File: src/rtl/core/ell_pkg.sv
// Shared types, character codes and token kinds for the expression lexer.
// No dependencies; every other file in rtl/core imports this package.
package ell_pkg;

  // default line length; positions count modulo this value
  localparam int LINE_CHARS_DEF = 4096;

  // width of the offset and length fields of a token
  localparam int OFFSET_W = 12;

  // depth of the token buffer behind the scanner
  localparam int RBUF_DEPTH = 4;

  // character codes
  localparam logic [7:0] CH_TAB    = 8'h09;
  localparam logic [7:0] CH_NL     = 8'h0A;
  localparam logic [7:0] CH_SPACE  = 8'h20;
  localparam logic [7:0] CH_QUOTE  = 8'h22;
  localparam logic [7:0] CH_DOT    = 8'h2E;
  localparam logic [7:0] CH_PLUS   = 8'h2B;
  localparam logic [7:0] CH_MINUS  = 8'h2D;
  localparam logic [7:0] CH_STAR   = 8'h2A;
  localparam logic [7:0] CH_SLASH  = 8'h2F;
  localparam logic [7:0] CH_PCT    = 8'h25;
  localparam logic [7:0] CH_LPAREN = 8'h28;
  localparam logic [7:0] CH_RPAREN = 8'h29;
  localparam logic [7:0] CH_LBRACE = 8'h7B;
  localparam logic [7:0] CH_RBRACE = 8'h7D;
  localparam logic [7:0] CH_AMP    = 8'h26;
  localparam logic [7:0] CH_PIPE   = 8'h7C;
  localparam logic [7:0] CH_CARET  = 8'h5E;
  localparam logic [7:0] CH_EQUAL  = 8'h3D;
  localparam logic [7:0] CH_BANG   = 8'h21;
  localparam logic [7:0] CH_LESS   = 8'h3C;
  localparam logic [7:0] CH_GREAT  = 8'h3E;
  localparam logic [7:0] CH_UNDER  = 8'h5F;
  localparam logic [7:0] CH_LOW_T  = 8'h74;
  localparam logic [7:0] CH_LOW_F  = 8'h66;

  // keyword lengths and the starting progress codes for "true" and "false"
  localparam logic [2:0] TRUE_LEN  = 3'd4;
  localparam logic [2:0] FALSE_LEN = 3'd5;
  localparam logic [3:0] KP_TRUE_START  = 4'd1;
  localparam logic [3:0] KP_FALSE_START = 4'd9;

  // scanner modes
  typedef enum logic [2:0] {
    MODE_IDLE   = 3'd0,
    MODE_STRING = 3'd1,
    MODE_NUMBER = 3'd2,
    MODE_IDENT  = 3'd3,
    MODE_OPER   = 3'd4
  } mode_t;

  // token kinds
  typedef enum logic [4:0] {
    KIND_STRING = 5'd0,
    KIND_NUMBER = 5'd1,
    KIND_ADD    = 5'd2,
    KIND_SUB    = 5'd3,
    KIND_MUL    = 5'd4,
    KIND_DIV    = 5'd5,
    KIND_MOD    = 5'd6,
    KIND_LPAREN = 5'd7,
    KIND_RPAREN = 5'd8,
    KIND_LBRACE = 5'd9,
    KIND_RBRACE = 5'd10,
    KIND_AND    = 5'd11,
    KIND_OR     = 5'd12,
    KIND_XOR    = 5'd13,
    KIND_BOOL   = 5'd14,
    KIND_EQ     = 5'd15,
    KIND_NE     = 5'd16,
    KIND_NOT    = 5'd17,
    KIND_ASSIGN = 5'd18,
    KIND_LE     = 5'd19,
    KIND_GE     = 5'd20,
    KIND_LT     = 5'd21,
    KIND_GT     = 5'd22,
    KIND_IDENT  = 5'd23,
    KIND_BAD    = 5'd24,
    KIND_UNTERM = 5'd25
  } kind_t;

  // input word: one character of the line
  typedef struct packed {
    logic [7:0] character;
    logic       line_end;
  } char_word_t;

  // output word: one token
  typedef struct packed {
    logic [4:0]          token_kind;
    logic [OFFSET_W-1:0] start_offset;
    logic [OFFSET_W-1:0] token_length;
    logic                run_last;
  } tok_word_t;

  // tokens produced by one character, handed from scanner to buffer
  // (a closed token, a new one-character token or operator, and a line-end flush)
  typedef struct packed {
    logic [1:0]           count;
    tok_word_t [2:0]      slot;
  } step_res_t;

  function automatic logic is_digit(logic [7:0] c);
    return (c >= 8'h30) && (c <= 8'h39);
  endfunction

  function automatic logic is_letter(logic [7:0] c);
    return ((c >= 8'h61) && (c <= 8'h7A)) || ((c >= 8'h41) && (c <= 8'h5A));
  endfunction

  function automatic logic is_word_char(logic [7:0] c);
    return is_letter(c) || is_digit(c) || (c == CH_MINUS) || (c == CH_UNDER);
  endfunction

  // kind of a pending operator that stands alone
  function automatic kind_t single_kind(logic [7:0] op);
    kind_t k;
    case (op)
      CH_EQUAL: k = KIND_ASSIGN;
      CH_BANG:  k = KIND_NOT;
      CH_LESS:  k = KIND_LT;
      CH_GREAT: k = KIND_GT;
      default:  k = KIND_BAD;
    endcase
    return k;
  endfunction

  // kind of a two-character operator; KIND_BAD when the pair is none
  function automatic kind_t pair_kind(logic [7:0] op, logic [7:0] c);
    kind_t k;
    k = KIND_BAD;
    if ((op == CH_AMP) && (c == CH_AMP)) k = KIND_AND;
    else if ((op == CH_PIPE) && (c == CH_PIPE)) k = KIND_OR;
    else if ((op == CH_CARET) && (c == CH_CARET)) k = KIND_XOR;
    else if (c == CH_EQUAL) begin
      case (op)
        CH_EQUAL: k = KIND_EQ;
        CH_BANG:  k = KIND_NE;
        CH_LESS:  k = KIND_LE;
        CH_GREAT: k = KIND_GE;
        default:  k = KIND_BAD;
      endcase
    end
    return k;
  endfunction

  // letter at index idx of "true" or, with is_false, of "false"
  function automatic logic [7:0] kw_char(logic is_false, logic [2:0] idx);
    logic [7:0] ch;
    ch = 8'h00;
    if (is_false) begin
      case (idx)
        3'd0:    ch = 8'h66;
        3'd1:    ch = 8'h61;
        3'd2:    ch = 8'h6C;
        3'd3:    ch = 8'h73;
        3'd4:    ch = 8'h65;
        default: ch = 8'h00;
      endcase
    end else begin
      case (idx)
        3'd0:    ch = 8'h74;
        3'd1:    ch = 8'h72;
        3'd2:    ch = 8'h75;
        3'd3:    ch = 8'h65;
        default: ch = 8'h00;
      endcase
    end
    return ch;
  endfunction

endpackage

File: src/rtl/core/ell_scan.sv
// Scanner: lexer state registers and the per-character next-state logic.
// Depends on ell_pkg for modes, kinds, character codes and word types.
module ell_scan #(
  parameter int LINE_CHARS = ell_pkg::LINE_CHARS_DEF
) (
  input  logic                   clk,
  input  logic                   rst,
  input  logic                   step,
  input  ell_pkg::char_word_t    word,
  output ell_pkg::step_res_t     result
);
  import ell_pkg::*;

  localparam int POS_W  = $clog2(LINE_CHARS);
  localparam int SPAN_W = POS_W + 1;
  localparam int EXT_W  = (SPAN_W > OFFSET_W) ? SPAN_W : OFFSET_W;

  typedef logic [POS_W-1:0] pos_t;

  mode_t      mode, mode_next;
  pos_t       position, position_next;
  pos_t       token_start, token_start_next;
  logic       dot_seen, dot_seen_next;
  logic [3:0] keyword_progress, keyword_progress_next;
  logic [7:0] pending_operator, pending_operator_next;

  logic [7:0]        c;
  logic              last;
  logic              fresh;
  logic [1:0]        cnt;
  step_res_t         res;
  logic [2:0]        kw_cnt, kw_cnt_inc, kw_len;
  logic              kw_false;
  kind_t             pk;
  logic [SPAN_W-1:0] flush_len;

  // next position with wrap at the line length
  function automatic pos_t wrap_inc(pos_t p);
    return (p == POS_W'(LINE_CHARS - 1)) ? '0 : p + 1'b1;
  endfunction

  // distance from one position to another, modulo the line length
  function automatic logic [SPAN_W-1:0] span(pos_t from, pos_t to);
    logic [SPAN_W-1:0] f, t;
    f = {1'b0, from};
    t = {1'b0, to};
    return (to >= from) ? (t - f) : (t + SPAN_W'(LINE_CHARS) - f);
  endfunction

  // fit a position-sized value into an offset field
  function automatic logic [OFFSET_W-1:0] fit(logic [SPAN_W-1:0] v);
    logic [EXT_W-1:0] e;
    e = EXT_W'(v);
    return e[OFFSET_W-1:0];
  endfunction

  function automatic tok_word_t mk(kind_t k, pos_t start, logic [SPAN_W-1:0] len);
    tok_word_t t;
    t.token_kind   = k;
    t.start_offset = fit({1'b0, start});
    t.token_length = fit(len);
    t.run_last     = 1'b0;
    return t;
  endfunction

  // next state and tokens for the current character
  always_comb begin
    c    = word.character;
    last = word.line_end;
    mode_next             = mode;
    position_next         = position;
    token_start_next      = token_start;
    dot_seen_next         = dot_seen;
    keyword_progress_next = keyword_progress;
    pending_operator_next = pending_operator;
    fresh      = 1'b0;
    cnt        = 2'd0;
    res        = '0;
    kw_cnt     = keyword_progress[2:0];
    kw_false   = keyword_progress[3];
    kw_len     = kw_false ? FALSE_LEN : TRUE_LEN;
    kw_cnt_inc = kw_cnt + 3'd1;
    pk         = pair_kind(pending_operator, c);

    // continue or close the open token
    unique case (mode)
      MODE_STRING: begin
        if (c == CH_QUOTE) begin
          res.slot[cnt] = mk(KIND_STRING, token_start, span(token_start, position));
          cnt = cnt + 2'd1;
          mode_next = MODE_IDLE;
        end
      end
      MODE_NUMBER: begin
        if (is_digit(c)) begin
          mode_next = MODE_NUMBER;
        end else if ((c == CH_DOT) && !dot_seen) begin
          dot_seen_next = 1'b1;
        end else begin
          res.slot[cnt] = mk(KIND_NUMBER, token_start, span(token_start, position));
          cnt = cnt + 2'd1;
          mode_next = MODE_IDLE;
          fresh = 1'b1;
        end
      end
      MODE_IDENT: begin
        if (is_word_char(c)) begin
          // track a true or false prefix
          if (kw_cnt != 3'd0) begin
            if ((kw_cnt < kw_len) && (c == kw_char(kw_false, kw_cnt))) begin
              if (kw_cnt_inc == kw_len) begin
                res.slot[cnt] = mk(KIND_BOOL, token_start, SPAN_W'(kw_len));
                cnt = cnt + 2'd1;
                mode_next = MODE_IDLE;
                keyword_progress_next = '0;
              end else begin
                keyword_progress_next = {kw_false, kw_cnt_inc};
              end
            end else begin
              keyword_progress_next = '0;
            end
          end
        end else begin
          res.slot[cnt] = mk(KIND_IDENT, token_start, span(token_start, position));
          cnt = cnt + 2'd1;
          mode_next = MODE_IDLE;
          keyword_progress_next = '0;
          fresh = 1'b1;
        end
      end
      MODE_OPER: begin
        if (pk != KIND_BAD) begin
          res.slot[cnt] = mk(pk, token_start, SPAN_W'(2));
          cnt = cnt + 2'd1;
        end else begin
          res.slot[cnt] = mk(single_kind(pending_operator), token_start, SPAN_W'(1));
          cnt = cnt + 2'd1;
          fresh = 1'b1;
        end
        mode_next = MODE_IDLE;
        pending_operator_next = '0;
      end
      default: begin
        mode_next = MODE_IDLE;
        fresh = 1'b1;
      end
    endcase

    // character starts something new
    if (fresh) begin
      if ((c == CH_TAB) || (c == CH_NL) || (c == CH_SPACE)) begin
        mode_next = MODE_IDLE;
      end else if (c == CH_QUOTE) begin
        mode_next = MODE_STRING;
        token_start_next = wrap_inc(position);
      end else if (is_digit(c)) begin
        mode_next = MODE_NUMBER;
        token_start_next = position;
        dot_seen_next = 1'b0;
      end else begin
        unique case (c)
          CH_PLUS, CH_MINUS, CH_STAR, CH_SLASH, CH_PCT,
          CH_LPAREN, CH_RPAREN, CH_LBRACE, CH_RBRACE: begin
            unique case (c)
              CH_PLUS:   res.slot[cnt] = mk(KIND_ADD, position, SPAN_W'(1));
              CH_MINUS:  res.slot[cnt] = mk(KIND_SUB, position, SPAN_W'(1));
              CH_STAR:   res.slot[cnt] = mk(KIND_MUL, position, SPAN_W'(1));
              CH_SLASH:  res.slot[cnt] = mk(KIND_DIV, position, SPAN_W'(1));
              CH_PCT:    res.slot[cnt] = mk(KIND_MOD, position, SPAN_W'(1));
              CH_LPAREN: res.slot[cnt] = mk(KIND_LPAREN, position, SPAN_W'(1));
              CH_RPAREN: res.slot[cnt] = mk(KIND_RPAREN, position, SPAN_W'(1));
              CH_LBRACE: res.slot[cnt] = mk(KIND_LBRACE, position, SPAN_W'(1));
              default:   res.slot[cnt] = mk(KIND_RBRACE, position, SPAN_W'(1));
            endcase
            cnt = cnt + 2'd1;
          end
          CH_AMP, CH_PIPE, CH_CARET, CH_EQUAL, CH_BANG, CH_LESS, CH_GREAT: begin
            mode_next = MODE_OPER;
            pending_operator_next = c;
            token_start_next = position;
          end
          default: begin
            if (is_letter(c) || (c == CH_UNDER)) begin
              mode_next = MODE_IDENT;
              token_start_next = position;
              keyword_progress_next = (c == CH_LOW_T) ? KP_TRUE_START :
                                      (c == CH_LOW_F) ? KP_FALSE_START : 4'd0;
            end else begin
              res.slot[cnt] = mk(KIND_BAD, position, SPAN_W'(1));
              cnt = cnt + 2'd1;
            end
          end
        endcase
      end
    end

    // line end flushes whatever is still open
    flush_len = span(token_start_next, wrap_inc(position));
    if (last) begin
      unique case (mode_next)
        MODE_STRING: begin
          res.slot[cnt] = mk(KIND_UNTERM, token_start_next, flush_len);
          cnt = cnt + 2'd1;
        end
        MODE_NUMBER: begin
          res.slot[cnt] = mk(KIND_NUMBER, token_start_next, flush_len);
          cnt = cnt + 2'd1;
        end
        MODE_IDENT: begin
          res.slot[cnt] = mk(KIND_IDENT, token_start_next, flush_len);
          cnt = cnt + 2'd1;
        end
        MODE_OPER: begin
          res.slot[cnt] = mk(single_kind(pending_operator_next), token_start_next,
                             SPAN_W'(1));
          cnt = cnt + 2'd1;
        end
        default: begin
          mode_next = MODE_IDLE;
        end
      endcase
      mode_next             = MODE_IDLE;
      pending_operator_next = '0;
      keyword_progress_next = '0;
      dot_seen_next         = 1'b0;
      position_next         = '0;
    end else begin
      position_next = wrap_inc(position);
    end

    // mark the final token of this character
    if (cnt == 2'd3) res.slot[2].run_last = 1'b1;
    else if (cnt == 2'd2) res.slot[1].run_last = 1'b1;
    else if (cnt == 2'd1) res.slot[0].run_last = 1'b1;
    res.count = cnt;
  end

  assign result = res;

  // state registers
  always_ff @(posedge clk) begin
    if (rst) begin
      mode             <= MODE_IDLE;
      position         <= '0;
      token_start      <= '0;
      dot_seen         <= 1'b0;
      keyword_progress <= '0;
      pending_operator <= '0;
    end else if (step) begin
      mode             <= mode_next;
      position         <= position_next;
      token_start      <= token_start_next;
      dot_seen         <= dot_seen_next;
      keyword_progress <= keyword_progress_next;
      pending_operator <= pending_operator_next;
    end
  end

endmodule

File: src/rtl/core/ell_rbuf.sv
// Token buffer: queue taking up to three tokens a cycle, giving one when ready.
// Depends on ell_pkg for the token word and step result types.
module ell_rbuf (
  input  logic                 clk,
  input  logic                 rst,
  input  logic                 push,
  input  ell_pkg::step_res_t   result,
  output logic                 room,
  output logic                 tok_valid,
  input  logic                 tok_ready,
  output ell_pkg::tok_word_t   tok_word
);
  import ell_pkg::*;

  localparam int PTR_W = $clog2(RBUF_DEPTH);
  localparam int CNT_W = PTR_W + 1;

  tok_word_t          entry [RBUF_DEPTH];
  logic [PTR_W-1:0]   head, tail;
  logic [CNT_W-1:0]   count;
  logic [1:0]         push_n;
  logic               pop;

  assign push_n    = push ? result.count : 2'd0;
  assign pop       = tok_valid && tok_ready;
  assign tok_valid = (count != '0);
  assign tok_word  = entry[head];
  // room for the worst case of three tokens from one character
  assign room      = (count <= CNT_W'(RBUF_DEPTH - 3));

  // token storage
  always_ff @(posedge clk) begin
    if (push_n != 2'd0) entry[tail] <= result.slot[0];
    if (push_n >= 2'd2) entry[tail + PTR_W'(1)] <= result.slot[1];
    if (push_n == 2'd3) entry[tail + PTR_W'(2)] <= result.slot[2];
  end

  // pointers and fill level
  always_ff @(posedge clk) begin
    if (rst) begin
      head  <= '0;
      tail  <= '0;
      count <= '0;
    end else begin
      tail  <= tail + PTR_W'(push_n);
      head  <= head + PTR_W'(pop);
      count <= count + CNT_W'(push_n) - CNT_W'(pop);
    end
  end

endmodule

File: src/rtl/core/expression_language_lexer.sv
// A character accepted into the input register is scanned once the token queue has room; its tokens go into the queue.
// Throughput: one character per cycle in and one token per cycle out while tok_ready is high;
//   a character is scanned only while at most one token waits in the queue.
// The rate is set by the combinational scanner step and the four-entry token queue.
// Reset (rst, synchronous): scanner idle at position 0, queue and input register empty.
// Depends on ell_pkg, ell_scan and ell_rbuf.
module expression_language_lexer #(
  parameter int LINE_CHARS = ell_pkg::LINE_CHARS_DEF
) (
  input  logic                 clk,
  input  logic                 rst,
  input  logic                 char_valid,
  output logic                 char_ready,
  input  ell_pkg::char_word_t  char_word,
  output logic                 tok_valid,
  input  logic                 tok_ready,
  output ell_pkg::tok_word_t   tok_word
);
  import ell_pkg::*;

  logic       in_full;
  char_word_t in_word;
  logic       room;
  logic       step;
  step_res_t  result;

  // the held character is scanned when the queue has room for three tokens
  assign step       = in_full && room;
  assign char_ready = !in_full || step;

  // input register
  always_ff @(posedge clk) begin
    if (rst) begin
      in_full <= 1'b0;
    end else if (char_valid && char_ready) begin
      in_full <= 1'b1;
    end else if (step) begin
      in_full <= 1'b0;
    end
  end

  always_ff @(posedge clk) begin
    if (char_valid && char_ready) in_word <= char_word;
  end

  ell_scan #(
    .LINE_CHARS (LINE_CHARS)
  ) u_scan (
    .clk    (clk),
    .rst    (rst),
    .step   (step),
    .word   (in_word),
    .result (result)
  );

  ell_rbuf u_rbuf (
    .clk       (clk),
    .rst       (rst),
    .push      (step),
    .result    (result),
    .room      (room),
    .tok_valid (tok_valid),
    .tok_ready (tok_ready),
    .tok_word  (tok_word)
  );

endmodule

File: config.mk
export PLATFORM = sky130hd
export DESIGN_NAME = expression_language_lexer
export DESIGN_NICKNAME = d
export VERILOG_FILES = /design/src/rtl/core/ell_pkg.sv /design/src/rtl/core/ell_scan.sv /design/src/rtl/core/ell_rbuf.sv /design/src/rtl/core/expression_language_lexer.sv
export SDC_FILE = /design/constraint.sdc
export NUM_CORES = 1
export LEC_CHECK = 0
export BUFFER_PORTS_ARGS = -buffer_cell sky130_fd_sc_hd__buf_4
export CORE_MARGIN = 4
export CORE_UTILIZATION = 68
export DETAILED_ROUTE_END_ITERATION = 6
export GPL_TIMING_DRIVEN = 0
export MAX_ROUTING_LAYER = met4
export PLACE_DENSITY_LB_ADDON = 0.15
export SYNTH_ARGS = -nofsm -noshare
export SYNTH_HDL_FRONTEND = slang
export SYNTH_SLANG_ARGS = --single-unit
export TNS_END_PERCENT = 10
File: constraint.sdc
create_clock -name clk -period 21.1 [get_ports clk]
set_input_delay 4.22 -clock clk [delete_from_list [all_inputs] [get_ports clk]]
set_output_delay 4.22 -clock clk [all_outputs]
set_load 0.05 [all_outputs]
== Yosys cells after proc, flatten, opt, wreduce, memory -nomap -nowiden ==
Memories as Yosys holds them, arrays and structs flattened. A register that Yosys moved wholly into a read port is not among the register bits.
Cells that the tools add are included.

* Register bits after elaboration: 57
* Bits in latches: 0
* Memory bits (writable): 120
* Bits in read-only memories: 0
* Input bits: 13
* Output and inout port bits: 32
* Logic and storage cells: 278
* Memories: 1

* Add/sub/neg operators: 16
* Multipliers: 0
* Div/mod/pow operators: 0
* $lt $le $gt $ge: 15
* Equal/unequal tests: 55
* Shift-type cells: 0
* Multiplexer cells: 146
* Bitwise logic cells: 0
* Reduce and logical (&&, ||, !) cells: 33

{| class="wikitable"
|+ Memory list
! name !! depth !! bits a word !! rd ports !! clocked after Yosys merged registers in !! wr ports !! line !! RTL
|-
| u_rbuf.entry || 4 || 30 || 1 || 1 || 2 || ell_rbuf.sv:18 || <nowiki>tok_word_t entry [RBUF_DEPTH];</nowiki>
|}

{| class="wikitable"
|+ Operators with widths
! operator !! number
|-
| 90-bit bitwise mux || 14
|-
| 90-bit case mux with 8 select lines || 1
|-
| 90-bit 2-to-1 mux || 6
|-
| 90-bit case mux with 4 select lines || 1
|-
| 30-bit 2-to-1 mux || 8
|-
| 8-bit by 6-bit == test with 1-bit output (second input constant) || 24
|-
| 90-bit case mux with 2 select lines || 1
|-
| 30-bit demux with 2-bit select || 2
|-
| 30-bit case mux with 4 select lines || 1
|-
| 12-bit 2-to-1 mux || 9
|-
| 8-bit 2-to-1 mux || 11
|-
| 8-bit by 7-bit == test with 1-bit output (second input constant) || 9
|-
| 4-bit 2-to-1 mux || 14
|-
| 12-bit subtractor || 4
|-
| 3-bit 2-to-1 mux || 13
|-
| 12-bit by 1-bit adder with 12-bit output (second input constant) || 3
|-
| 7-bit case mux with 5 select lines || 1
|-
| 4-bit case mux with 4 select lines || 2
|-
| 1-bit 2-to-1 mux || 31
|-
| 5-bit 2-to-1 mux || 6
|-
| 30-bit OR reduction || 1
|-
| 29-bit 2-to-1 mux || 1
|-
| 2-bit 2-to-1 mux || 14
|-
| 7-bit case mux with 4 select lines || 1
|-
| 46 further kinds || 87
|}

== Depth between registers and ports, before layout ==
* Word-level depth: 32
* Depth in mapped cells: 25
* Depth with buffers taken out: 23

== Hierarchy ==
Synthesis repeated with hierarchy kept, for this count alone.

* Cell total of the unflattened synthesis: 1314
* Area total of the unflattened synthesis: 13952.1 µm²

{| class="wikitable"
|+ Modules (own cells, without submodules)
! module !! instances !! cells an instance !! area each (µm²) !! sequential area each (µm²)
|-
| ell_rbuf || 1 || 488 || 7761.2 || 3743.6
|-
| ell_scan || 1 || 811 || 5858.1 || 800.8
|-
| expression_language_lexer || 1 || 15 || 332.8 || 290.3
|}

== Least setup slack after synthesis ==
OpenSTA, ideal clock, no wires.

* Path type: flip-flop to flip-flop
* Start point: register in_word[8] (netlist bit)
* End point: memory u_rbuf.entry[2][0] (netlist bit) (enable)
* Setup time: 0.459 ns
* Arrival: 6.482 ns
* Data required time: 20.641 ns
* Path slack: 14.159 ns
* Stages on the path, launching flop included: 22
* Buffers on the path: 4
* Period minus slack after synthesis: 6.941 ns
* Path through: edfxtp_1 -> buf_2 -> or4b_1 -> buf_2 -> or4_4 -> buf_6 -> o2bb2a_4 -> a21bo_4 -> nor2_1 -> o21a_1 -> inv_2 -> ha_1 -> a31oi_1 -> o2bb2ai_2 -> ha_1 -> nor2b_1 -> o21ai_1 -> o22ai_4 -> nand2_1 -> buf_4 -> xor2_1 -> o21ai_0

{| class="wikitable"
|+ RTL lines
! what !! line !! RTL
|-
| start, declared || expression_language_lexer.sv:22 || <nowiki>char_word_t in_word;</nowiki>
|-
| start signal, assigned || expression_language_lexer.sv:43 || <nowiki>if (char_valid && char_ready) in_word <= char_word;</nowiki>
|-
| end, declared || ell_rbuf.sv:18 ||
|}

==> impl_metrics.env <==
export IMPL_finalSetupViolations=0
export IMPL_cts_path_max_buffers=2
export IMPL_netlist_area_um2=12400
export IMPL_p_leak_uw=0.00502
export IMPL_multiInputGateArea_um2=7040
export IMPL_synth_warnings=0
export IMPL_start_kind="flip-flop"
export IMPL_die_h_um=143
export IMPL_switchingPower_uw=519
export IMPL_rr_startpoint="in_word[2]"
export IMPL_io_pins=45
export IMPL_crit_path_start="in_word[2]"
export IMPL_diodes=0
export IMPL_skew_ps=15.7
export IMPL_die_w_um=143
export IMPL_hold_viol=0
export IMPL_grt_setup_unrepaired="false"
export IMPL_cts_clk_slew_worst_paths_ps=80
export IMPL_powerDensity_nw_per_um2=91.7
export IMPL_start_util_pct=69.2
export IMPL_cap_viol_max_count=0
export IMPL_timing_hold_ws_ps=473
export IMPL_place_area_um2=13200
export IMPL_drive_gt1_share_pct=14.0
export IMPL_synth_seq_cells=177
export IMPL_drt_pass1_iter_count=7
export IMPL_rows=49
export IMPL_fin_tns_setup_ps=0
export IMPL_dieArea_um2=20500
export IMPL_place_gp_congestion=1.00
export IMPL_post_cts_buffers=0
export IMPL_p_clk_share_pct=26.8
export IMPL_final_common_cell="nor2_1"
export IMPL_cts_root_buf="clkbuf_16"
export IMPL_synth_async_reset_ratio_pct=0
export IMPL_grt_pass1_wl_mm=62.1
export IMPL_grt_max_degree=23
export IMPL_synth_edf_count=129
export IMPL_drt_iter0_markers=1704
export IMPL_clock_latency_ps=460
export IMPL_clock_sinks=177
export IMPL_intPower_uw=747
export IMPL_rr_worst_depth=22
export IMPL_portBuffers=43
export IMPL_final_cell_mix="nor2_1 (138), edfxtp_1 (129), nand2_1 (84)"
export IMPL_stdcell_area_um2=13800
export IMPL_run_status="complete, but fails checks"
export IMPL_core_area_um2=18000
export IMPL_antenna_found_initial=0
export IMPL_power_frac_seq_pct=32.9
export IMPL_arrival_ps=7280
export IMPL_dp_cells=1578
export IMPL_postRouteAntennaNets=0
export IMPL_fin_nets=1425
export IMPL_min_delay_start="u_scan.token_start[1]"
export IMPL_synthFlopType="edfxtp_1"
export IMPL_final_cells=1610
export IMPL_vias_per_cell=7.20
export IMPL_min_period_over_period_pct=33.2
export IMPL_syn_mean_instance_area_um2=9.54
export IMPL_hold_class="flip-flop to flip-flop"
export IMPL_critPathKind="flip-flop to flip-flop"
export IMPL_wl_per_cell_um=24.9
export IMPL_violations="DRC"
export IMPL_tightest_slew_ps=1110
export IMPL_reg2reg_slack_ps=14090
export IMPL_drc=1
export IMPL_htreeDepth=4
export IMPL_synth_seq_area_share_pct=38.9
export IMPL_cp_required_ps=21370
export IMPL_relSlewSlack_pct=26.3
export IMPL_seq_area_um2=4830
export IMPL_drt_total_wl_mm=40.1
export IMPL_postSynthCellCount=1302
export IMPL_cts_hold_buf=0
export IMPL_grt_pass1_vias=10900
export IMPL_clock_fmax_ghz=0.143
export IMPL_synth_fp_nets=1359
export IMPL_swShare_pct=41.0
export IMPL_cp_end_kind="flip-flop"
export IMPL_cp_max_fo=10
export IMPL_n_fill_cell=1207
export IMPL_gr_total_overflow=0
export IMPL_cts_buffers=17
export IMPL_dp_hpwl_mm=29.2
export IMPL_holdPathStages=2
export IMPL_cts_tree="done"
export IMPL_slew_viol_final=0
export IMPL_ys_types=92
export IMPL_ir_worst_vdd_mv=0.0900
export IMPL_period_needed_ps=7010
export IMPL_areaGrowthSynthToFinish_pct=11.3
export IMPL_comb_power_share_pct=40.3
export IMPL_cts_resized=0
export IMPL_grt_usage_pct=40.7
export IMPL_num_vias=11600
-- through the flow --
stage               utilization [%]  worst slack, ps  power, uW
CTS                            76.9            14310       1260
detailed placement             73.4            14450        922
finish                         76.9            14090       1270
global route                   76.9            13720       1310
floorplan                         -            14160        776
global placement               72.5            12200        909
-- final cells by class --
class	count	share of cell area (%)
flip-flops and latches	177	35.0
clock inverters	15	1.50
multi-input cells	980	50.9
clock buffers	17	3.08
repair buffers	47	3.13
well taps	229	2.07
inverters	55	1.49
plain buffers	90	2.80
-- cells in the mapped netlist, types with 5 or more instances --
cell | instances | area, um2
edfxtp_1 | 129 | 3870
mux2i_1 | 45 | 450
o21a_1 | 6 | 45.0
o211ai_1 | 5 | 37.5
clkbuf_1 | 63 | 236
o21ai_1 | 5 | 25.0
nand4b_1 | 8 | 70.1
inv_1 | 52 | 195
nand4_1 | 12 | 75.1
o21ai_0 | 79 | 395
ha_1 | 41 | 513
nand2b_1 | 14 | 87.6
nor2b_1 | 18 | 113
and3_1 | 9 | 56.3
nor3b_1 | 7 | 52.6
nor3_1 | 21 | 105
xor2_1 | 14 | 123
a211oi_1 | 18 | 135
a21boi_0 | 6 | 45.0
mux4_2 | 30 | 676
a31oi_1 | 8 | 50.1
buf_1 | 10 | 37.5
a32oi_1 | 8 | 70.1
dfxtp_1 | 48 | 961
xnor2_1 | 28 | 245
nand2_1 | 84 | 315
a22o_1 | 6 | 52.6
a21oi_1 | 70 | 350
and2_1 | 14 | 87.6
nor4_1 | 9 | 56.3
or3_1 | 13 | 81.3
mux2_2 | 19 | 214
a22oi_1 | 32 | 240
nor2_1 | 138 | 518
nand3_1 | 40 | 200
buf_2 | 12 | 60.1
a22oi_2 | 11 | 138
o22ai_1 | 63 | 394
-- worst paths after layout --
kind,end
max,u_rbuf.entry[1][12]
max reg2reg,u_rbuf.entry[1][12]
min reg2reg,u_scan.token_start[1]
min,u_scan.token_start[1]
-- sequential cells by signal, indices dropped and copies added (netlist names), 3 cells and up --
| register | cells |
|---|---|
| u_rbuf.count | 3 |
| u_scan.keyword_progress | 4 |
| u_scan.pending_operator | 8 |
| u_scan.position | 12 |
| u_scan.token_start | 12 |
| in_word | 9 |
| u_rbuf.entry | 120 |
| u_scan.mode | 3 |
-- per-layer routing --
metal	track usage (%)	up-vias	wire length, um
met1	52.7	5421	15000
li1	-	5081	-
met4	14.8	0	1740
met2	62.8	917	18400
met5	-	-	0
met3	9.54	170	4930
-- power groups by stage --
stage	Sequential (uW)	Clock, uW	Combinational (uW)
after floorplan	420	0	355
after global placement	424	0	485
after detailed placement	424	0	498
after CTS	416	337	502
after global routing	419	353	539
final	417	339	511
-- worst max-delay path: stages, from the launching register on --
cell	delay, ps
edfxtp_1	380
clkbuf_1	220
or4_1	540
a21oi_1	290
o21a_1	380
a221oi_2	150
o22ai_2	420
clkbuf_1	480
clkbuf_1	580
nand2_1	110
o21ai_0	230
inv_1	140
ha_1	340
o21ai_0	90
nand2b_1	130
a311o_1	390
a311oi_1	360
a21oi_1	130
o21ai_0	180
nand3_1	390
o22ai_1	520
nand2_1	170
o22ai_1	180
-- logic make-up (layout without fill, tap and decap cells) --
logic type,Yosys count,after routing,synth area share (%)
flip-flops,177,177,38.9
AO/OA/AOI/OAI,376,376,20.6
AND/OR/NAND/NOR,424,424,17.3
XOR/XNOR,42,42,2.96
multiplexers,94,94,10.8
adder cells (fa/ha/maj),44,44,4.61
buffers and inverters,145,224,4.77
No activity file was read; power rests on OpenSTA's default activity.
